## src/hdl/circle_point_generator_assert.svh

```systemverilog
// assertion macros for the circle point generator rtl
// no dependencies; files take this header by include
`ifndef CIRCLE_POINT_GENERATOR_ASSERT_SVH
`define CIRCLE_POINT_GENERATOR_ASSERT_SVH

// same-cycle implication
`define CPG_ASSERT(lbl, clk, rst_n, ante, cons) \
  lbl: assert property (@(posedge clk) disable iff (!rst_n) (ante) |-> (cons)) \
    else $error("circle point generator: check failed");

// next-cycle implication
`define CPG_ASSERT_NEXT(lbl, clk, rst_n, ante, cons) \
  lbl: assert property (@(posedge clk) disable iff (!rst_n) (ante) |=> (cons)) \
    else $error("circle point generator: check failed");

`endif

```

## src/hdl/cpg_pkg.sv

```systemverilog
// types and constants of the circle point generator
// no dependencies; used by every module of the block
`default_nettype none

package cpg_pkg;

  localparam int FIELD_BITS = 16;
  localparam int DEC_BITS   = 20;
  localparam int GROUP_SIZE = 8;
  localparam int IDX_BITS   = $clog2(GROUP_SIZE);
  localparam int QUEUE_DEPTH = 2;
  localparam int QPTR_BITS  = $clog2(QUEUE_DEPTH);
  localparam int QCNT_BITS  = $clog2(QUEUE_DEPTH + 1);

  // point index bits: bit 0 negates x, bit 1 negates y, bit 2 swaps offsets
  localparam int NEG_X_BIT = 0;
  localparam int NEG_Y_BIT = 1;
  localparam int SWAP_BIT  = 2;
  localparam logic [IDX_BITS-1:0] IDX_LAST = IDX_BITS'(GROUP_SIZE - 1);

  // midpoint decision constants
  localparam logic [DEC_BITS-1:0] DEC_INIT    = DEC_BITS'(3);
  localparam logic [DEC_BITS-1:0] DEC_ADD_NEG = DEC_BITS'(6);
  localparam logic [DEC_BITS-1:0] DEC_ADD_POS = DEC_BITS'(10);

  typedef enum logic {
    KIND_START = 1'b0,
    KIND_STEP  = 1'b1
  } kind_e;

  typedef struct packed {
    kind_e                 kind;
    logic [FIELD_BITS-1:0] center_x;
    logic [FIELD_BITS-1:0] center_y;
    logic [FIELD_BITS-1:0] radius;
    logic                  fill;
    logic [FIELD_BITS-1:0] color;
  } cpg_in_t;

  typedef struct packed {
    logic [FIELD_BITS-1:0] point_x;
    logic [FIELD_BITS-1:0] point_y;
    logic [FIELD_BITS-1:0] point_color;
    logic                  last_of_group;
    logic                  shape_done;
  } cpg_out_t;

  // one symmetric group, handed from the walker to the point emitter
  typedef struct packed {
    logic [FIELD_BITS-1:0] off_a;
    logic [FIELD_BITS-1:0] off_b;
    logic [FIELD_BITS-1:0] centre_col;
    logic [FIELD_BITS-1:0] centre_row;
    logic [FIELD_BITS-1:0] color;
    logic                  done;
  } grp_t;

endpackage

`default_nettype wire

```

## src/hdl/circle_point_generator.sv

```systemverilog
// circle point generator: midpoint circle / filled disc point stream
// depends on cpg_pkg, cpg_front, cpg_queue and cpg_back
//
// input channel (push_i / full_o, payload in_item_i): a start item loads
// center, radius, fill flag and color and gives no points; each step item
// gives one group of eight symmetric points. a step while idle gives
// nothing. a start abandons the shape being walked; groups already queued
// are still delivered.
// result channel (empty_o / pop_i, payload out_item_o): one point per beat,
// last_of_group on the eighth point, shape_done on the last point of shape.
// a step's group is registered in the group queue, then its first point in
// the point output register before it is on the ports. throughput: one
// point per cycle while groups wait and the receiver pops; the single point
// output register and the eight-point expansion of each group set that figure.
// the walker takes a step per cycle while the two-entry group queue has room,
// so full_o rises when the receiver stalls or steps come faster than groups
// drain. reset: queue empties, the walker goes idle, no result is shown.
`default_nettype none

module circle_point_generator #(
  parameter int COORD_BITS = 16
) (
  input  wire logic             clk_i,
  input  wire logic             rst_ni,
  input  wire logic             push_i,
  output logic                  full_o,
  input  wire cpg_pkg::cpg_in_t in_item_i,
  output logic                  empty_o,
  input  wire logic             pop_i,
  output cpg_pkg::cpg_out_t     out_item_o
);
  import cpg_pkg::*;

  grp_t grp_in, grp_head;
  logic grp_push, grp_full, grp_pop, grp_empty;

  cpg_front #(
    .COORD_BITS(COORD_BITS)
  ) u_front (
    .clk_i      (clk_i),
    .rst_ni     (rst_ni),
    .push_i     (push_i),
    .item_i     (in_item_i),
    .full_o     (full_o),
    .grp_push_o (grp_push),
    .grp_o      (grp_in),
    .grp_full_i (grp_full)
  );

  cpg_queue u_queue (
    .clk_i   (clk_i),
    .rst_ni  (rst_ni),
    .push_i  (grp_push),
    .data_i  (grp_in),
    .full_o  (grp_full),
    .pop_i   (grp_pop),
    .empty_o (grp_empty),
    .data_o  (grp_head)
  );

  cpg_back #(
    .COORD_BITS(COORD_BITS)
  ) u_back (
    .clk_i       (clk_i),
    .rst_ni      (rst_ni),
    .grp_i       (grp_head),
    .grp_empty_i (grp_empty),
    .grp_pop_o   (grp_pop),
    .empty_o     (empty_o),
    .pop_i       (pop_i),
    .item_o      (out_item_o)
  );

endmodule

`default_nettype wire

```

## src/hdl/cpg_front.sv

```systemverilog
// front end: accepts start/step items and walks the midpoint circle
// depends on cpg_pkg; pushes one grp_t into the group queue per step of a running shape
`default_nettype none

module cpg_front #(
  parameter int COORD_BITS = 16
) (
  input  wire logic            clk_i,
  input  wire logic            rst_ni,
  input  wire logic            push_i,
  input  wire cpg_pkg::cpg_in_t item_i,
  output logic                 full_o,
  output logic                 grp_push_o,
  output cpg_pkg::grp_t        grp_o,
  input  wire logic            grp_full_i
);
  import cpg_pkg::*;

  localparam int CW = COORD_BITS;

  logic [CW-1:0]       col_q, col_d, row_q, row_d;
  logic [CW-1:0]       a_q, a_d, b_q, b_d, inner_q, inner_d;
  logic [DEC_BITS-1:0] dec_q, dec_d;
  logic                fill_q, fill_d, run_q, run_d;
  logic [FIELD_BITS-1:0] color_q, color_d;

  logic                accept;
  logic [CW:0]         a_x, b_x, na, nb, inner_inc;
  logic [DEC_BITS-1:0] a_w, b_w, r_w, dec_n;
  logic [CW-1:0]       r_c, grp_b;
  logic                more, done;

  assign accept = push_i && !grp_full_i;
  assign full_o = grp_full_i;

  assign a_x = {1'b0, a_q};
  assign b_x = {1'b0, b_q};
  assign a_w = {{(DEC_BITS - CW){1'b0}}, a_q};
  assign b_w = {{(DEC_BITS - CW){1'b0}}, b_q};
  assign r_c = item_i.radius[CW-1:0];
  assign r_w = {{(DEC_BITS - CW){1'b0}}, r_c};
  assign inner_inc = {1'b0, inner_q} + (CW + 1)'(1);
  assign more = inner_inc < b_x;

  // one midpoint update
  always_comb begin
    na = a_x + (CW + 1)'(1);
    if (dec_q[DEC_BITS-1]) begin
      dec_n = dec_q + (a_w << 2) + DEC_ADD_NEG;
      nb    = b_x;
    end else begin
      dec_n = dec_q + ((a_w - b_w) << 2) + DEC_ADD_POS;
      nb    = (b_q == '0) ? '0 : b_x - (CW + 1)'(1);
    end
  end

  always_comb begin
    col_d   = col_q;
    row_d   = row_q;
    a_d     = a_q;
    b_d     = b_q;
    inner_d = inner_q;
    dec_d   = dec_q;
    fill_d  = fill_q;
    run_d   = run_q;
    color_d = color_q;
    done    = 1'b0;
    grp_b   = fill_q ? inner_q : b_q;
    grp_push_o = 1'b0;
    if (accept) begin
      unique case (item_i.kind)
        KIND_START: begin
          col_d   = item_i.center_x[CW-1:0];
          row_d   = item_i.center_y[CW-1:0];
          a_d     = '0;
          b_d     = r_c;
          inner_d = '0;
          dec_d   = DEC_INIT - (r_w << 1);
          fill_d  = item_i.fill;
          color_d = item_i.color;
          run_d   = !(item_i.fill && (r_c == '0));
        end
        KIND_STEP: begin
          if (run_q) begin
            grp_push_o = 1'b1;
            if (!fill_q) begin
              done  = na > nb;
              a_d   = na[CW-1:0];
              b_d   = nb[CW-1:0];
              dec_d = dec_n;
            end else if (more) begin
              inner_d = inner_inc[CW-1:0];
            end else begin
              done  = na >= nb;
              a_d   = na[CW-1:0];
              b_d   = nb[CW-1:0];
              dec_d = dec_n;
              if (!done) begin
                inner_d = na[CW-1:0];
              end
            end
            run_d = !done;
          end
        end
        default: ;
      endcase
    end
  end

  always_comb begin
    grp_o.off_a      = FIELD_BITS'(a_q);
    grp_o.off_b      = FIELD_BITS'(grp_b);
    grp_o.centre_col = FIELD_BITS'(col_q);
    grp_o.centre_row = FIELD_BITS'(row_q);
    grp_o.color      = color_q;
    grp_o.done       = done;
  end

  always_ff @(posedge clk_i or negedge rst_ni) begin
    if (!rst_ni) begin
      run_q <= 1'b0;
    end else begin
      run_q <= run_d;
    end
  end

  always_ff @(posedge clk_i) begin
    col_q   <= col_d;
    row_q   <= row_d;
    a_q     <= a_d;
    b_q     <= b_d;
    inner_q <= inner_d;
    dec_q   <= dec_d;
    fill_q  <= fill_d;
    color_q <= color_d;
  end

endmodule

`default_nettype wire

```

## src/hdl/cpg_queue.sv

```systemverilog
// short queue of point groups between walker and emitter
// depends on cpg_pkg for grp_t and the queue depth
`default_nettype none

module cpg_queue (
  input  wire logic          clk_i,
  input  wire logic          rst_ni,
  input  wire logic          push_i,
  input  wire cpg_pkg::grp_t data_i,
  output logic               full_o,
  input  wire logic          pop_i,
  output logic               empty_o,
  output cpg_pkg::grp_t      data_o
);
  import cpg_pkg::*;

  grp_t                 mem_q [QUEUE_DEPTH];
  logic [QPTR_BITS-1:0] wr_q, wr_d, rd_q, rd_d;
  logic [QCNT_BITS-1:0] cnt_q, cnt_d;
  logic                 do_push, do_pop;

  assign full_o  = cnt_q == QCNT_BITS'(QUEUE_DEPTH);
  assign empty_o = cnt_q == '0;
  assign data_o  = mem_q[rd_q];
  assign do_push = push_i && !full_o;
  assign do_pop  = pop_i && !empty_o;

  always_comb begin
    wr_d  = do_push ? wr_q + QPTR_BITS'(1) : wr_q;
    rd_d  = do_pop ? rd_q + QPTR_BITS'(1) : rd_q;
    cnt_d = cnt_q;
    if (do_push && !do_pop) begin
      cnt_d = cnt_q + QCNT_BITS'(1);
    end else if (do_pop && !do_push) begin
      cnt_d = cnt_q - QCNT_BITS'(1);
    end
  end

  always_ff @(posedge clk_i or negedge rst_ni) begin
    if (!rst_ni) begin
      wr_q  <= '0;
      rd_q  <= '0;
      cnt_q <= '0;
    end else begin
      wr_q  <= wr_d;
      rd_q  <= rd_d;
      cnt_q <= cnt_d;
    end
  end

  always_ff @(posedge clk_i) begin
    if (do_push) begin
      mem_q[wr_q] <= data_i;
    end
  end

endmodule

`default_nettype wire

```

## src/hdl/cpg_back.sv

```systemverilog
// back end: eight points per head group, one per cycle unless stalled
// depends on cpg_pkg and circle_point_generator_assert.svh
`default_nettype none
`include "circle_point_generator_assert.svh"

module cpg_back #(
  parameter int COORD_BITS = 16
) (
  input  wire logic          clk_i,
  input  wire logic          rst_ni,
  input  wire cpg_pkg::grp_t grp_i,
  input  wire logic          grp_empty_i,
  output logic               grp_pop_o,
  output logic               empty_o,
  input  wire logic          pop_i,
  output cpg_pkg::cpg_out_t  item_o
);
  import cpg_pkg::*;

  localparam int CW = COORD_BITS;

  logic [IDX_BITS-1:0] idx_q;
  logic                out_valid_q;
  cpg_out_t            out_q, out_d;
  logic                load;
  logic [CW-1:0]       cx, cy, dx, dy, px, py;

  assign load      = !grp_empty_i && (!out_valid_q || pop_i);
  assign grp_pop_o = load && (idx_q == IDX_LAST);
  assign empty_o   = !out_valid_q;
  assign item_o    = out_q;

  assign cx = grp_i.centre_col[CW-1:0];
  assign cy = grp_i.centre_row[CW-1:0];
  // upper half of the group swaps the two offsets
  assign dx = idx_q[SWAP_BIT] ? grp_i.off_b[CW-1:0] : grp_i.off_a[CW-1:0];
  assign dy = idx_q[SWAP_BIT] ? grp_i.off_a[CW-1:0] : grp_i.off_b[CW-1:0];
  assign px = idx_q[NEG_X_BIT] ? cx - dx : cx + dx;
  assign py = idx_q[NEG_Y_BIT] ? cy - dy : cy + dy;

  always_comb begin
    out_d.point_x       = FIELD_BITS'(px);
    out_d.point_y       = FIELD_BITS'(py);
    out_d.point_color   = grp_i.color;
    out_d.last_of_group = idx_q == IDX_LAST;
    out_d.shape_done    = (idx_q == IDX_LAST) && grp_i.done;
  end

  always_ff @(posedge clk_i or negedge rst_ni) begin
    if (!rst_ni) begin
      idx_q       <= '0;
      out_valid_q <= 1'b0;
    end else begin
      if (load) begin
        idx_q       <= idx_q + IDX_BITS'(1);
        out_valid_q <= 1'b1;
      end else if (pop_i) begin
        out_valid_q <= 1'b0;
      end
    end
  end

  always_ff @(posedge clk_i) begin
    if (load) begin
      out_q <= out_d;
    end
  end

  // a group stays at the queue head until its last point is loaded
  `CPG_ASSERT(a_grp_held, clk_i, rst_ni, idx_q != '0, !grp_empty_i)
  `CPG_ASSERT_NEXT(a_idx_stall, clk_i, rst_ni, out_valid_q && !pop_i, $stable(idx_q))
  `CPG_ASSERT(a_done_last, clk_i, rst_ni, out_valid_q && out_q.shape_done, out_q.last_of_group)

endmodule

`default_nettype wire

```

## config.mk

```make
export PLATFORM = sky130hd
export DESIGN_NAME = circle_point_generator
export DESIGN_NICKNAME = d
export VERILOG_FILES = /design/src/hdl/cpg_pkg.sv /design/src/hdl/circle_point_generator.sv /design/src/hdl/cpg_front.sv /design/src/hdl/cpg_queue.sv /design/src/hdl/cpg_back.sv
export VERILOG_INCLUDE_DIRS = /design/src /design/src/hdl
export SDC_FILE = /design/constraint.sdc
export NUM_CORES = 1
export LEC_CHECK = 0
export ABC_AREA = 1
export BUFFER_PORTS_ARGS = -buffer_cell sky130_fd_sc_hd__buf_4
export CAP_MARGIN = 0
export CORE_MARGIN = 1
export CORE_UTILIZATION = 23
export CTS_BUF_LIST = sky130_fd_sc_hd__clkbuf_8
export DETAILED_ROUTE_END_ITERATION = 6
export PLACE_DENSITY = 0.36
export SETUP_SLACK_MARGIN = 0.3
export SLEW_MARGIN = 15
export SYNTH_ARGS = -nofsm -noshare
export SYNTH_HDL_FRONTEND = slang
export SYNTH_HIERARCHICAL = 1
export SYNTH_SLANG_ARGS = --single-unit
```

## constraint.sdc

```tcl
create_clock -name clk_i -period 9 [get_ports clk_i]
set_clock_uncertainty 0.2 [all_clocks]
set_input_delay 1.8 -clock clk_i [delete_from_list [all_inputs] [get_ports clk_i]]
set_output_delay 1.8 -clock clk_i [all_outputs]
set_load 0.03 [all_outputs]
```

==> metrics.txt <==
core area=around 90000 um^2; worst slew pin tran=~1.1 ns; clock buffer depth=3; RSZ-0062 raised after global routing=false; post-synthesis cell type count=57; vias per cell=4.28; sequential share of the synthesized area=49.0%; Synth top area share=a little under half; Routed WL=~59000 um; # H-tree levels=3; I/O pin count=approximately 120; antenna violations before repair=1; GPL Wtd Cong=0.838; grt ovf=0; Worst-path clk slew=approximately 0.060 ns; Synth warnings=6; Routed WL per cell=around 16 um; Synth Cell Area=~21000 um^2; layout cells sized above 1=12.9%; data required time of the worst path=just over 9 ns; setup TNS=0 ns; remaining antenna violation count after routing=0; number of global-route vias before repair=approximately 16000; Post-synth EDFFs=between 300 and 400; CTS tree=yes; drt pass-1 iters=5; FP Rows=between 100 and 150; postcts setup bufs=0; Slew HR=around 30%; Root Driver=clkbuf_8; PostCTS Resize Cnt=0; most instantiated library cell after synthesis=nand2_1; Top FF cell, synth=edfxtp_1; initial DRC count=about 670; clock sinks=~340; fin nets=roughly 2700; vias=15700; Mapped Cells=approximately 2300; Area growth syn-to-layout=16.9%; Mapped Avg Cell Area=roughly 9 um^2; Tot GR Track Use=13.0%; CP Class=register to register; largest net degree at the start of global routing=83; Peak Freq=0.217 GHz; Async SR Flop Fraction=roughly 2.7%; first-pass GRT wire length=around 91000 um; Hold Fails Final Rpt=0; synth cell count leaders=nand2_1 (762), edfxtp_1 (328), inv_1 (224), ha_1 (154), nor2_1 (135); initial core utilization=between 20% and 30%; Final period util=between 50% and 60%; CTS Hold Bufs=0; die width=~300 um; largest fanout on the critical path=8; Synth area leaders=edfxtp_1 (48%), nand2_1 (14%), ha_1 (9.4%), inv_1 (4.1%), xor2_1 (2.9%); DRC=0; area leader, netlist=edfxtp_1; worst min path class=register to register; Slew Limit Fails=0; total CTS buffers=70; CP startpoint kind=register; Final HPWL DP=approximately 44000 um; #FFs+latches synth=around 340; min Tclk post-route=approximately 4.6 ns; full die area=roughly 90000 um^2; # setup viols final=0; status=finished, final reports clean; crit end category=register; syn nets=approximately 2500; I/O Buffers=121; Die Y=approximately 300 um; clk_lat worst skew=0.65 ns; max cap viols=0; CP arrival=~4.8 ns
==> layout by cell type, fill, tap and decap left out, types with 16 or more instances in the layout <==
cell,count
o21ai_1,16
nand2_2,22
o21ai_0,92
buf_4,132
nand2_1,762
nand4_1,22
nand3_1,110
nor2_1,133
ha_1,154
xnor2_1,29
clkbuf_8,73
xor2_1,69
edfxtp_1,328
nor2_2,17
a21oi_1,107
a21o_1,16
inv_1,238
clkinv_1,18
nor3_1,19
==> worst max-delay path, cell delays in order (launching register included) <==
cell and delay (ns):
edfxtp_1 0.57, inv_1 0.13, ha_1 0.25, fa_1 0.40, o21ai_0 0.30, nand3_1 0.12
nand2_1 0.19, a31o_2 0.20, xor2_1 0.25, ha_1 0.29, ha_1 0.36, nand2_1 0.10
o21ai_0 0.39, a21oi_1 0.12, nand2_1 0.14, nand3_1 0.09, nand3_1 0.09, nand2_1 0.06
nand2_1 0.05, nand2_1 0.05
==> path summary, 6_finish.rpt <==
path / cells after the start / slack [ns] / to / startpoint
max in group asynchronous: 1 / 7.63 / u_queue/rd_q$_DFFE_PN0P_ / rst_ni
min in group asynchronous: 1 / 0.79 / u_back/idx_q[2]$_DFFE_PN0P_ / rst_ni
worst max-delay path: 19 / 4.39 / u_front/dec_q[19]$_DFFE_PP_ / u_front/a_q[0]$_SDFFCE_PN0P_
worst max register to register: 19 / 4.39 / u_front/dec_q[19]$_DFFE_PP_ / u_front/a_q[0]$_SDFFCE_PN0P_
worst min-delay path: 0 / 0.24 / u_queue/mem_q[1][10]$_DFFE_PP_ / u_front/color_q[9]$_DFFE_PP_
worst min register to register: 0 / 0.24 / u_queue/mem_q[1][10]$_DFFE_PP_ / u_front/color_q[9]$_DFFE_PP_
==> layout make-up <==
| class | instances | area [um^2] |
|---|---|---|
| Inverter | 237 | 898 |
| Multi-Input combinational cell | 1662 | 9260 |
| Fill cell | 9478 | 64400 |
| Antenna cell | 1 | 2.50 |
| Clock buffer | 73 | 1000 |
| Clock inverter | 52 | 314 |
| Sequential cell | 337 | 10100 |
| Tap cell | 1165 | 1460 |
| Timing Repair Buffer | 133 | 1010 |
==> layer usage <==
layer	vias to the layer above	routed length [um]	GRT usage, %
met5	-	0	0
met2	287	28700	22.8
li1	7978	-	-
met1	7303	26200	16.0
met4	0	1430	4.47
met3	86	2310	2.27
==> registers in the layout, summed over array words and instances (netlist names), 2 cells and up <==
name	count
u_front/inner_q	16
u_front/b_q	16
u_front/color_q	16
u_front/dec_q	19
u_queue/mem_q	162
u_front/a_q	16
u_back/item_o	50
u_back/idx_q	3
u_queue/cnt_q	2
u_front/row_q	16
u_front/col_q	16
==> through the flow <==
stage | utilization [%] | setup WS (ns) | area (um^2) | hold WS (ns) | instances
after floorplan | - | 2.66 | 20500 | 0.221 | 2287
after global placement | 25.7 | 3.86 | 22700 | 0.229 | 3533
after detailed placement | 25.7 | 3.92 | 22700 | 0.234 | 3533
after CTS | 27.2 | 4.39 | 24000 | 0.245 | 3658
after global routing | 27.2 | 4.03 | 24000 | 0.264 | 3660
final | 27.2 | 4.39 | 24000 | 0.240 | 3660
==> cell families (layout without fill, tap and decap cells) <==
group                    after synthesis  after routing  share of synthesized area (%)
AO/OA/AOI/OAI                        275            275                           7.56
XOR/XNOR                              99             99                           4.26
adder cells (fa/ha/maj)              159            159                           9.87
buffers and inverters                288            495                           6.02
flip-flops                           337            337                           49.0
other                                  1              2                         0.0183
AND/OR/NAND/NOR                     1128           1128                           23.2
Power is not shown: default switching activity piles up to over one toggle a cycle in this logic, so the estimate is an artifact.
